## src/hdl/sisk_pkg.sv

```systemverilog
package sisk_pkg;

   // sequencer states of the sorter
   typedef enum logic [2:0] {
      ST_IDLE,
      ST_SHIFT,
      ST_PLACE,
      ST_EMIT,
      ST_DRAIN
   } sisk_state_type;

endpackage

```

## src/hdl/stable_insertion_sort_by_key.sv

```systemverilog
// stable descending insertion sort of {row, col} records
//
// input channel: a word (req_row, req_col, req_last) is taken when start is
// high and busy is low. each word is one record of a set; req_last closes it.
// records are kept in one memory, sorted by row, highest first; equal rows
// keep their arrival order.
// insertion walks the memory from the tail towards the head, one entry a cycle
// through the single read/write port pair: a word is written at once when the
// store is empty and dropped when it is full; otherwise every stored record
// with a smaller row is moved down by one place before the word is placed.
// result channel: after the closing word is inserted, the sorted set follows
// on rsp_* one word a cycle, each marked by rsp_strobe for one cycle; the
// receiver cannot stall and every word must be taken as it appears. the words
// come from the registered memory read port; busy stays high until the final
// word, marked by rsp_out_last, has gone; then the store is empty.
// records beyond MAX_RECORDS are dropped and rsp_overflow is high on the
// whole run of that set.
// reset (synchronous) empties the store and clears the drop flag; memory
// contents need no clearing since only entries below the fill count are read.
module stable_insertion_sort_by_key
   import sisk_pkg::*;
#(
   parameter int MAX_RECORDS = 64,
   parameter int COORD_BITS  = 4
) (
   input  logic                  clock,
   input  logic                  reset,
   input  logic                  start,
   output logic                  busy,
   input  logic [COORD_BITS-1:0] req_row,
   input  logic [COORD_BITS-1:0] req_col,
   input  logic                  req_last,
   output logic                  rsp_strobe,
   output logic [COORD_BITS-1:0] rsp_out_row,
   output logic [COORD_BITS-1:0] rsp_out_col,
   output logic                  rsp_out_last,
   output logic                  rsp_overflow
);

   localparam int AW = $clog2(MAX_RECORDS);
   localparam int CW = $clog2(MAX_RECORDS + 1);
   localparam int RW = 2 * COORD_BITS;

   sisk_state_type state_ff, state_in;

   // latched record being inserted
   logic [COORD_BITS-1:0] row_ff, col_ff;
   logic                  last_ff;

   // fill count, drop flag, walk / emit index
   logic [CW-1:0] count_ff, count_in;
   logic          drop_ff, drop_in;
   logic [AW-1:0] idx_ff, idx_in;

   // read issued for output, word shows next cycle
   logic pend_ff, pend_in;
   logic pend_last_ff, pend_last_in;

   // memory port signals
   logic          wr_en, rd_en;
   logic [AW-1:0] wr_addr, rd_addr;
   logic [RW-1:0] wr_data, rd_data;

   logic                  accept;
   logic                  full;
   logic [CW-1:0]         count_dec;
   logic [AW-1:0]         tail_addr;
   logic [AW-1:0]         idx_inc;
   logic [COORD_BITS-1:0] rd_row;
   logic                  keep_place;
   logic                  emit_end;

   sisk_ram #(
      .DEPTH (MAX_RECORDS),
      .WIDTH (RW)
   ) u_store (
      .clock   (clock),
      .wr_en   (wr_en),
      .wr_addr (wr_addr),
      .wr_data (wr_data),
      .rd_en   (rd_en),
      .rd_addr (rd_addr),
      .rd_data (rd_data)
   );

   assign accept     = start && (state_ff == ST_IDLE);
   assign full       = (count_ff == CW'(MAX_RECORDS));
   assign count_dec  = count_ff - CW'(1);
   assign tail_addr  = count_dec[AW-1:0];
   assign idx_inc    = idx_ff + AW'(1);
   assign rd_row     = rd_data[RW-1:COORD_BITS];
   // stored row not below the new one: new record goes right after it
   assign keep_place = (rd_row >= row_ff);
   assign emit_end   = (CW'(idx_ff) == count_dec);

   // next state
   always_comb begin
      state_in = state_ff;
      unique case (state_ff)
         ST_IDLE: begin
            if (start) begin
               if (full || (count_ff == '0)) begin
                  state_in = req_last ? ST_EMIT : ST_IDLE;
               end else begin
                  state_in = ST_SHIFT;
               end
            end
         end
         ST_SHIFT: begin
            if (keep_place) begin
               state_in = last_ff ? ST_EMIT : ST_IDLE;
            end else if (idx_ff == '0) begin
               state_in = ST_PLACE;
            end
         end
         ST_PLACE: begin
            state_in = last_ff ? ST_EMIT : ST_IDLE;
         end
         ST_EMIT: begin
            if (emit_end) begin
               state_in = ST_DRAIN;
            end
         end
         ST_DRAIN: begin
            state_in = ST_IDLE;
         end
         default: begin
            state_in = ST_IDLE;
         end
      endcase
   end

   // memory control and datapath next values
   always_comb begin
      wr_en        = 1'b0;
      wr_addr      = '0;
      wr_data      = {row_ff, col_ff};
      rd_en        = 1'b0;
      rd_addr      = idx_ff;
      count_in     = count_ff;
      drop_in      = drop_ff;
      idx_in       = idx_ff;
      pend_in      = 1'b0;
      pend_last_in = 1'b0;
      unique case (state_ff)
         ST_IDLE: begin
            if (start) begin
               idx_in = '0;
               if (full) begin
                  drop_in = 1'b1;
               end else if (count_ff == '0) begin
                  // empty store: record lands at the head at once
                  wr_en    = 1'b1;
                  wr_data  = {req_row, req_col};
                  count_in = CW'(1);
               end else begin
                  // start walking from the tail
                  rd_en   = 1'b1;
                  rd_addr = tail_addr;
                  idx_in  = tail_addr;
               end
            end
         end
         ST_SHIFT: begin
            wr_en   = 1'b1;
            wr_addr = idx_inc;
            if (keep_place) begin
               count_in = count_ff + CW'(1);
               idx_in   = '0;
            end else begin
               // move the smaller record one place down
               wr_data = rd_data;
               if (idx_ff != '0) begin
                  rd_en   = 1'b1;
                  rd_addr = idx_ff - AW'(1);
                  idx_in  = idx_ff - AW'(1);
               end
            end
         end
         ST_PLACE: begin
            wr_en    = 1'b1;
            count_in = count_ff + CW'(1);
            idx_in   = '0;
         end
         ST_EMIT: begin
            rd_en        = 1'b1;
            pend_in      = 1'b1;
            pend_last_in = emit_end;
            if (!emit_end) begin
               idx_in = idx_inc;
            end
         end
         ST_DRAIN: begin
            // final word is on the ports now; empty the store behind it
            count_in = '0;
            drop_in  = 1'b0;
         end
         default: begin
            count_in = count_ff;
         end
      endcase
   end

   always_ff @(posedge clock) begin
      if (reset) begin
         state_ff     <= ST_IDLE;
         count_ff     <= '0;
         drop_ff      <= 1'b0;
         pend_ff      <= 1'b0;
         pend_last_ff <= 1'b0;
         idx_ff       <= '0;
      end else begin
         state_ff     <= state_in;
         count_ff     <= count_in;
         drop_ff      <= drop_in;
         pend_ff      <= pend_in;
         pend_last_ff <= pend_last_in;
         idx_ff       <= idx_in;
      end
   end

   // incoming word held for the walk
   always_ff @(posedge clock) begin
      if (accept) begin
         row_ff  <= req_row;
         col_ff  <= req_col;
         last_ff <= req_last;
      end
   end

   assign busy         = (state_ff != ST_IDLE);
   assign rsp_strobe   = pend_ff;
   assign rsp_out_row  = rd_data[RW-1:COORD_BITS];
   assign rsp_out_col  = rd_data[COORD_BITS-1:0];
   assign rsp_out_last = pend_last_ff;
   assign rsp_overflow = drop_ff;

endmodule

```

## src/hdl/sisk_ram.sv

```systemverilog
module sisk_ram
   import sisk_pkg::*;
#(
   parameter int DEPTH = 64,
   parameter int WIDTH = 8
) (
   input  logic                     clock,
   input  logic                     wr_en,
   input  logic [$clog2(DEPTH)-1:0] wr_addr,
   input  logic [WIDTH-1:0]         wr_data,
   input  logic                     rd_en,
   input  logic [$clog2(DEPTH)-1:0] rd_addr,
   output logic [WIDTH-1:0]         rd_data
);

   logic [WIDTH-1:0] mem [DEPTH];
   logic [WIDTH-1:0] rd_data_ff;

   always_ff @(posedge clock) begin
      if (wr_en) begin
         mem[wr_addr] <= wr_data;
      end
   end

   always_ff @(posedge clock) begin
      if (rd_en) begin
         rd_data_ff <= mem[rd_addr];
      end
   end

   assign rd_data = rd_data_ff;

endmodule
```

## config.mk

```make
export PLATFORM = sky130hd
export DESIGN_NAME = stable_insertion_sort_by_key
export DESIGN_NICKNAME = d
export VERILOG_FILES = /design/src/hdl/sisk_pkg.sv /design/src/hdl/stable_insertion_sort_by_key.sv /design/src/hdl/sisk_ram.sv
export SDC_FILE = /design/constraint.sdc
export NUM_CORES = 1
export LEC_CHECK = 0
export BUFFER_PORTS_ARGS = -buffer_cell sky130_fd_sc_hd__clkbuf_2
export CAP_MARGIN = 40
export CORE_ASPECT_RATIO = 0.8
export CORE_MARGIN = 2
export CORE_UTILIZATION = 45
export DETAILED_ROUTE_END_ITERATION = 10
export GPL_ROUTABILITY_DRIVEN = 0
export PLACE_DENSITY_LB_ADDON = 0.15
export RECOVER_POWER = 25
export SKIP_LAST_GASP = 1
export SLEW_MARGIN = 20
export SYNTH_ARGS = -nofsm -noshare
export SYNTH_HDL_FRONTEND = slang
export SYNTH_SLANG_ARGS = --single-unit
```

## constraint.sdc

```tcl
create_clock -name clock -period 4.5 [get_ports clock]
set_clock_uncertainty 0.15 [all_clocks]
set_input_delay 0.675 -clock clock [delete_from_list [all_inputs] [get_ports clock]]
set_output_delay 0.675 -clock clock [all_outputs]
set_load 0.02 [all_outputs]
```

==> reports/qor.yml, run 1 <==
route:
  viasPerCell: 5.877
  dr.pass1.iters: 5
  drc: 0
  wl_per_cell_um: 24.03
  routed_wl_mm: 60.09
  drt-initial-drc-count: 1782
  vias: 14690
  drtAntennaViolNets: 0
setup_path:
  crit_start: "u_store.rd_data[7]$_DFFE_PP_"
  path_max_fanout: 69
  crit_buf_inv: 4
  cp_cell_sequence: "ha_1 -> a21oi_1 -> o21ai_0 -> clkbuf_1 -> clkbuf_1 -> nor3_1 -> a311o_2 -> buf_12 -> buf_12 -> a21oi_1 -> a32o_1 -> a22oi_1 -> nand4_1 -> nor2_1"
  crit_type: "reg2reg"
  cp-start-kind: "register"
  cp.arrival_ns: 4.47
  cp-end-kind: "register"
  slowest_delay_ns: 0.41
  reg2reg_slack_ns: 0.36
  crit_path_top_delay_cell: "edfxtp_1"
  critical-path-top-delay-family: "compound AO/OA/AOI/OAI gates"
  reg2reg_from: "u_store.rd_data[7]$_DFFE_PP_"
  worst_ep_required_time_ns: 4.83
layout:
  drive_gt1_frac: 0.08388
  mostFrequentLayoutCells: "edfxtp_1, nand2_1, a21oi_1"
  nets: 1804
  synthToLayoutAreaGrowth_pct: 13.29
  layout_commonest_cell: "edfxtp_1"
synth:
  synth.avg_cell_area_um2: 13.13
  syn_area_um2: 22530
  synth_edf_count: 529
  synth-seq-cells: 548
  async_flop_share: 0
  seq_area_frac_synth: 0.7221
  yosys_warnings: 0
  ys_types: 57
  ys.flop_type: "edfxtp_1"
  syn-instance-count: 1715
  synth_nets: 1735
floorplan:
  ios: 24
  die_w_um: 254.1
  placementRows: 73
  core_um2: 49600
  die_y_um: 204.1
  die_area_um2: 51870
  start_util: 0.4542
global_routing:
  grt-ovfl-total: 0
  grtUsageTotal: 0.2336
  grt_pass1_vias: 13520
  antenna_found_initial: 0
  grt_max_degree: 99
  grt_first_pass_wirelength_mm: 88.98
timing:
  slew_headroom: 0.4444
  fin_crit_sh: 0.9202
  rsz0062_at_grt: "false"
  final.setup.tns_ns: 0
  worst_pin_slew_ns: 0.8303
  drv_slew: 0
  clock.fmax_mhz: 241.5
  setup_viol: 0
  finalHoldViolCount: 0
  fin_crit_ns: 4.141
clock_network:
  clkSinkCount: 548
  htree_levels: 2
  cts_setup_buffers: 0
  cts_tree: "built"
  clk_pin_slew_ns: 0.07
  clock-root-buffer: "clkbuf_16"
  clock_latency_ns: 0.62
  cts_buffers: 53
  postCtsResizedCells: 0
  ctsHoldBuffers: 0
  clockBufferDepth: 3
job:
  drv_cap: 0
min_path:
  hp-start: "req_last"
  hold_class: "in2reg"
placement:
  dp_hpwl_mm: 37.89
  io_buffers: 23
status:
  outcome: "completed"
## cell families after synthesis
family          count (synthesis)  share of synthesized area
xor+xnor                       25                   0.009721
fa+ha+maj                       8                   0.004444
compound gates                394                     0.1286
mux                             3                   0.001333
buf+inv                       118                    0.02294
flops                         548                     0.7221
simple gates                  619                     0.1109
## worst reg2reg max path: cells and delay by family (launching register included)
family,cells,cell delay (ns)
compound gates,6,1.40
buf+inv,4,1.09
flops,1,0.41
fa+ha+maj,1,0.35
simple gates,3,0.62
## layout make-up
type | count | area, um2
Fill cell | 4287 | 24080
Sequential cell | 548 | 16270
Multi-Input combinational cell | 1049 | 5776
Clock buffer | 68 | 1383
Timing Repair Buffer | 119 | 910.9
Tap cell | 675 | 844.6
Clock inverter | 27 | 289.0
Inverter | 13 | 48.80
Antenna cell | 1 | 2.502
## metal layers
| metal | part of all wire | GRT usage | vias up |
|---|---|---|---|
| met1 | 0.45 | 0.3528 | 7315 |
| met3 | 0.084 | 0.03782 | 102 |
| met4 | 0.028 | 0.07731 | 0 |
| met2 | 0.44 | 0.3445 | 654 |
| li1 | - | - | 6622 |
| met5 | 0 | 0 | - |
## metrics by stage
stage | hold slack, ns | cell area, um2 | utilization | instances | setup WS [ns]
global route | 0.1780 | 25520 | 0.5145 | 2499 | 0.1452
detailed placement | 0.3470 | 23910 | 0.4821 | 2393 | 0.3130
finish | 0.1905 | 25520 | 0.5145 | 2500 | 0.3593
global placement | 0.3339 | 23900 | 0.4818 | 2391 | 0.3680
CTS | 0.1041 | 25580 | 0.5158 | 2488 | 0.2979
floorplan | 0.3911 | 22530 | - | 1715 | 0.9336
## registers in the layout (all words and copies together), names as in the netlist
| name | count |
|---|---|
| state_ff | 3 |
| col_ff | 4 |
| u_store.mem | 512 |
| u_store.rd_data | 8 |
| count_ff | 7 |
| last_ff | 1 |
| rsp_overflow | 1 |
| rsp_strobe | 1 |
| rsp_out_last | 1 |
| row_ff | 4 |
| idx_ff | 6 |
## worst paths after layout
kind | to | cells after the start
max | u_store.rd_data[1]$_DFFE_PP_ | 14
min | last_ff$_DFFE_PP_ | 1
max reg2reg | u_store.rd_data[1]$_DFFE_PP_ | 14
min reg2reg | idx_ff[0]$_SDFFE_PP0P_ | 2
## Yosys cell counts, drive strengths merged, types with 5 or more instances
cell type / count / share of area
xor2: 12 / 0.0047
nor3: 11 / 0.0024
dfxtp: 19 / 0.017
inv: 13 / 0.0022
xnor2: 13 / 0.0051
clkbuf: 55 / 0.0092
a21oi: 145 / 0.032
o22ai: 5 / 0.0014
nand4: 18 / 0.0050
ha: 8 / 0.0044
o21ai: 17 / 0.0039
nor2: 121 / 0.020
edfxtp: 529 / 0.71
a22oi: 71 / 0.024
buf: 50 / 0.012
nand2: 420 / 0.070
nand3: 23 / 0.0051
a32o: 128 / 0.057
Power of run 1 is not shown: default switching activity piles up to over one toggle a cycle in this logic, so the estimate is an artifact.
==> inputs of run 2 (changes only) <==
--- a/config.mk
+++ b/config.mk
@@ -5,7 +5,7 @@
 export SDC_FILE = /design/constraint.sdc
 export NUM_CORES = 1
 export LEC_CHECK = 0
-export BUFFER_PORTS_ARGS = -buffer_cell sky130_fd_sc_hd__clkbuf_2
+export BUFFER_PORTS_ARGS = -buffer_cell sky130_fd_sc_hd__buf_4
 export CAP_MARGIN = 40
 export CORE_ASPECT_RATIO = 0.8
 export CORE_MARGIN = 2
==> reports/qor.yml, run 2 (synthesis gave the netlist of run 1 again) <==
power:
  total_power_uw: 21920
  p_per_area_nw_per_um2: 857.6
  p_leak_uw: 0.008276
  ir_worst_vdd_mv: 0.7153
route:
  vias: 14610  # was 14690
  dr.pass1.iters: 5  # unchanged
  drtAntennaViolNets: 0  # unchanged
  drt-initial-drc-count: 1668  # was 1782
  drc: 0  # unchanged
  routed_wl_mm: 59.37  # was 60.09 mm
  viasPerCell: 5.824  # was 5.877
  wl_per_cell_um: 23.67  # was 24.03 um
setup_path:
  cp-end-kind: "register"  # unchanged
  crit_type: "reg2reg"  # unchanged
  reg2reg_from: "count_ff[0]$_SDFFE_PP0P_"  # was u_store.rd_data[7]$_DFFE_PP_
  crit_start: "count_ff[0]$_SDFFE_PP0P_"  # was u_store.rd_data[7]$_DFFE_PP_
  cp-start-kind: "register"  # unchanged
  cp.arrival_ns: 4.61  # was 4.47 ns
  worst_ep_required_time_ns: 4.82  # was 4.83 ns
  reg2reg_slack_ns: 0.22  # was 0.36 ns
  path_max_fanout: 58  # was 69
min_path:
  hold_class: "in2reg"  # unchanged
  hp-start: "req_col[3]"  # was req_last
timing:
  slew_headroom: 0.07664  # was 0.4444
  drv_slew: 0  # unchanged
  finalHoldViolCount: 0  # unchanged
  setup_viol: 0  # unchanged
  fin_crit_sh: 0.9520  # was 0.9202
  fin_crit_ns: 4.284  # was 4.141 ns
  rsz0062_at_grt: "false"  # unchanged
  final.setup.tns_ns: 0  # unchanged
  worst_pin_slew_ns: 1.385  # was 0.8303 ns
  holdWs_ns: 0.1189  # was 0.1905 ns
  clock.fmax_mhz: 233.4  # was 241.5 MHz
floorplan:
  die_y_um: 204.1  # unchanged
  die_area_um2: 51870  # unchanged
  start_util: 0.4542  # unchanged
  placementRows: 73  # unchanged
  die_w_um: 254.1  # unchanged
  ios: 24  # unchanged
  core_um2: 49600  # unchanged
global_routing:
  grt-ovfl-total: 0  # unchanged
  grt_first_pass_wirelength_mm: 89.26  # was 88.98 mm
  antenna_found_initial: 2  # was 0
  grt_pass1_vias: 13750  # was 13520
  grt_max_degree: 89  # was 99
  grtUsageTotal: 0.2312  # was 0.2336
job:
  drv_cap: 0  # unchanged
layout:
  finalNonFillerCells: 2508  # was 2500
  synthToLayoutAreaGrowth_pct: 13.48  # was 13.29%
  antenna_cells: 0  # was 1
  nets: 1811  # was 1804
  largest_reg_flops: 512  # unchanged
  mostFrequentLayoutCells: "edfxtp_1, nand2_1, a21oi_1"  # unchanged
  regMostFlops: "u_store.mem"  # unchanged
  layout_commonest_cell: "edfxtp_1"  # unchanged
  final_core_util: 0.5154  # was 0.5145
  drive_gt1_frac: 0.09056  # was 0.08388
clock_network:
  htree_levels: 2  # unchanged
  cts_tree: "built"  # unchanged
  ctsHoldBuffers: 0  # unchanged
  clkSinkCount: 548  # unchanged
  clk_pin_slew_ns: 0.07  # about the same
  postCtsResizedCells: 0  # unchanged
  cts_buffers: 53  # unchanged
  clock-root-buffer: "clkbuf_16"  # unchanged
  cts_setup_buffers: 0  # unchanged
  clock_latency_ns: 0.63  # was 0.62 ns
  clockBufferDepth: 3  # unchanged
placement:
  dp_cells: 2402  # was 2393
  io_buffers: 23  # unchanged
  dp_hpwl_mm: 37.18  # was 37.89 mm
status:
  outcome: "completed"  # unchanged
[run 2: power by group]
part	internal [uW]	switching, uW
sequential	7060	191
clock	2510	1950
combinational	3200	7000
[run 2: cell type report]
type	instances	area [um2]
Clock buffer	59	1349
Clock inverter	38	377.9
Fill cell	4306	24040
Inverter	13	48.80
Multi-Input combinational cell	1049	5763
Sequential cell	548	16270
Tap cell	675	844.6
Timing Repair Buffer	126	912.1
[run 2: worst paths after layout]
path / endpoint / cells after the start
setup / recovery: u_store.rd_data[2]$_DFFE_PP_ / 13
hold / removal: col_ff[3]$_DFFE_PP_ / 1
setup reg to reg: u_store.rd_data[2]$_DFFE_PP_ / 13
hold reg to reg: rsp_overflow$_SDFFE_PP0P_ / 2
[run 2: through the flow]
step	area, um2	setup WS [ns]
after detailed placement	23960	0.3170
after floorplan	22530	0.9336
after global placement	23920	0.2859
final	25560	0.2161
after global routing	25560	0.01368
after CTS	25690	0.2940
[run 2: worst max-delay path: stages, from the launching register on]
cell and delay (ns):
dfxtp_1 0.31, inv_1 0.15, ha_1 0.22, or4b_4 0.52, o211ai_1 0.31, o31a_1 0.28, and2_4 0.33, buf_12 0.33
buf_4 0.34, nand2_1 0.10, a32o_1 0.28, a22oi_1 0.25, nand4_1 0.30, nor2_1 0.20
[run 2: metal layers]
metal	vias up	wire, um	track usage
li1	6641	-	-
met1	7346	27420	0.3536
met2	529	26290	0.3415
met3	90	4448	0.04088
met4	0	1202	0.05903
met5	-	0	0
No activity file was read; power rests on OpenSTA's default activity.
==> inputs of run 3 (changes only) <==
--- a/config.mk
+++ b/config.mk
@@ -14,6 +14,7 @@
 export GPL_ROUTABILITY_DRIVEN = 0
 export PLACE_DENSITY_LB_ADDON = 0.15
 export RECOVER_POWER = 25
+export REMOVE_ABC_BUFFERS = 1
 export SKIP_LAST_GASP = 1
 export SLEW_MARGIN = 20
 export SYNTH_ARGS = -nofsm -noshare
==> reports/qor.yml, run 3 (synthesis gave the netlist of run 1 again) <==
placement:
  dp_hpwl_mm: 36.46  # was 37.18 mm
  placed_area_um2: 23860  # was 23960 um2
  io_buffers: 23  # unchanged
timing:
  holdWs_ns: 0.1129  # was 0.1189 ns
  drv_slew: 0  # unchanged
  setup_viol: 0  # unchanged
  fin_crit_ns: 4.159  # was 4.284 ns
  slew_headroom: 0.3687  # was 0.07664
  rsz0062_at_grt: "false"  # unchanged
  clock.fmax_mhz: 240.5  # was 233.4 MHz
  final.setup.tns_ns: 0  # unchanged
  worst_pin_slew_ns: 0.9435  # was 1.385 ns
  fin_crit_sh: 0.9242  # was 0.9520
  finalHoldViolCount: 0  # unchanged
layout:
  synthToLayoutAreaGrowth_pct: 13.83  # was 13.48%
  largest_reg_flops: 512  # unchanged
  final_core_util: 0.5170  # was 0.5154
  stdcell_area_um2: 25640  # was 25560 um2
  drive_gt1_frac: 0.09385  # was 0.09056
  nets: 1799  # was 1811
  mostFrequentLayoutCells: "edfxtp_1, nand2_1, a21oi_1"  # unchanged
  antenna_cells: 0  # unchanged
  layout_commonest_cell: "edfxtp_1"  # unchanged
  regMostFlops: "u_store.mem"  # unchanged
global_routing:
  grt-ovfl-total: 0  # unchanged
  grt_max_degree: 70  # was 89
  grt_first_pass_wirelength_mm: 88.39  # was 89.26 mm
  grtUsageTotal: 0.2299  # was 0.2312
  antenna_found_initial: 1  # was 2
  grt_pass1_vias: 13440  # was 13750
setup_path:
  reg2reg_slack_ns: 0.34  # was 0.22 ns
  cp-start-kind: "register"  # unchanged
  worst_ep_required_time_ns: 4.84  # was 4.82 ns
  reg2reg_from: "state_ff[0]$_SDFFE_PP0P_"  # was count_ff[0]$_SDFFE_PP0P_
  path_max_fanout: 23  # was 58
  cp.arrival_ns: 4.49  # was 4.61 ns
  cp-end-kind: "register"  # unchanged
  r2r_cells: 10  # was 13
  crit_type: "reg2reg"  # unchanged
  regToRegEndpoint: "u_store.rd_data[6]$_DFFE_PP_"  # was u_store.rd_data[2]$_DFFE_PP_
power:
  total_power_uw: 22070  # was 21920 uW
  p_leak_uw: 0.008310  # was 0.008276 uW
  p_per_area_nw_per_um2: 860.8  # was 857.6 nW/um2
  ir_worst_vdd_mv: 0.6156  # was 0.7153 mV
floorplan:
  die_area_um2: 51870  # unchanged
  core_um2: 49600  # unchanged
  start_util: 0.4542  # unchanged
  die_y_um: 204.1  # unchanged
  ios: 24  # unchanged
  placementRows: 73  # unchanged
  die_w_um: 254.1  # unchanged
route:
  drtAntennaViolNets: 0  # unchanged
  drt-initial-drc-count: 1698  # was 1668
  wl_per_cell_um: 23.65  # was 23.67 um
  vias: 14460  # was 14610
  drc: 0  # unchanged
  routed_wl_mm: 59.06  # was 59.37 mm
  dr.pass1.iters: 5  # unchanged
  viasPerCell: 5.790  # was 5.824
clock_network:
  cts_buffers: 53  # unchanged
  clock_latency_ns: 0.63  # about the same
  clockBufferDepth: 3  # unchanged
  htree_levels: 2  # unchanged
  cts_setup_buffers: 0  # unchanged
  clk_pin_slew_ns: 0.07  # about the same
  postCtsResizedCells: 0  # unchanged
  clock-root-buffer: "clkbuf_16"  # unchanged
  clkSinkCount: 548  # unchanged
  ctsHoldBuffers: 0  # unchanged
  cts_tree: "built"  # unchanged
job:
  drv_cap: 0  # unchanged
min_path:
  holdPathStages: 1  # unchanged
  hold_class: "in2reg"  # unchanged
  hp-start: "req_col[2]"  # was req_col[3]
  whs_endpoint: "col_ff[2]$_DFFE_PP_"  # was col_ff[3]$_DFFE_PP_
status:
  outcome: "completed"  # unchanged
## run 3: power by group
group / switching, uW / internal (uW) / leakage [uW]
Clock: 1960 / 2750 / 0.000912
Sequential: 169 / 7060 / 0.00493
Combinational: 6930 / 3200 / 0.00246
Total: 9060 / 13000 / 0.00831
## run 3: layout make-up
class	instances	area, um2
Fill cell	4290	23960
Sequential cell	548	16270
Multi-Input combinational cell	1049	5776
Clock buffer	58	1345
Timing Repair Buffer	114	858.3
Tap cell	675	844.6
Clock inverter	40	501.7
Inverter	13	48.80
## run 3: per-stage QoR
stage	setup slack [ns]	instances
after CTS	0.2971	2485
after detailed placement	0.3195	2387
after global placement	0.3489	2381
after global routing	0.09429	2497
final	0.3412	2497
after floorplan	-3.609	1610
## run 3: critical path: stages (launching register included)
cell and delay (ns):
dfxtp_1 0.52, or3b_1 0.58, a21o_1 0.28, nor3_1 0.32, a311o_2 0.53, buf_4 0.37, a21oi_1 0.06, a32o_1 0.27
a22oi_1 0.30, nand4_1 0.40, nor2_1 0.20
## run 3: per-layer routing
| metal | GRT usage | wire length, um |
|---|---|---|
| met1 | 0.3479 | 26820 |
| met2 | 0.3332 | 25660 |
| met3 | 0.04814 | 4925 |
| met4 | 0.06975 | 1663 |
| met5 | 0 | 0 |
## run 3: how the worst max path moves through the flow
stage | from | slack, ns | to | depth (start not counted)
2_1_floorplan | u_store.rd_data[7]$_DFFE_PP_ | -3.61 | u_store.rd_data[6]$_DFFE_PP_ | 9
3_3_place_gp | count_ff[0]$_SDFFE_PP0P_ | 0.35 | u_store.rd_data[6]$_DFFE_PP_ | 11
3_5_place_dp | count_ff[0]$_SDFFE_PP0P_ | 0.32 | u_store.rd_data[6]$_DFFE_PP_ | 11
4_1_cts | count_ff[0]$_SDFFE_PP0P_ | 0.30 | u_store.rd_data[6]$_DFFE_PP_ | 11
5_1_grt | count_ff[0]$_SDFFE_PP0P_ | 0.09 | u_store.rd_data[2]$_DFFE_PP_ | 14
6_report | state_ff[0]$_SDFFE_PP0P_ | 0.34 | u_store.rd_data[6]$_DFFE_PP_ | 10
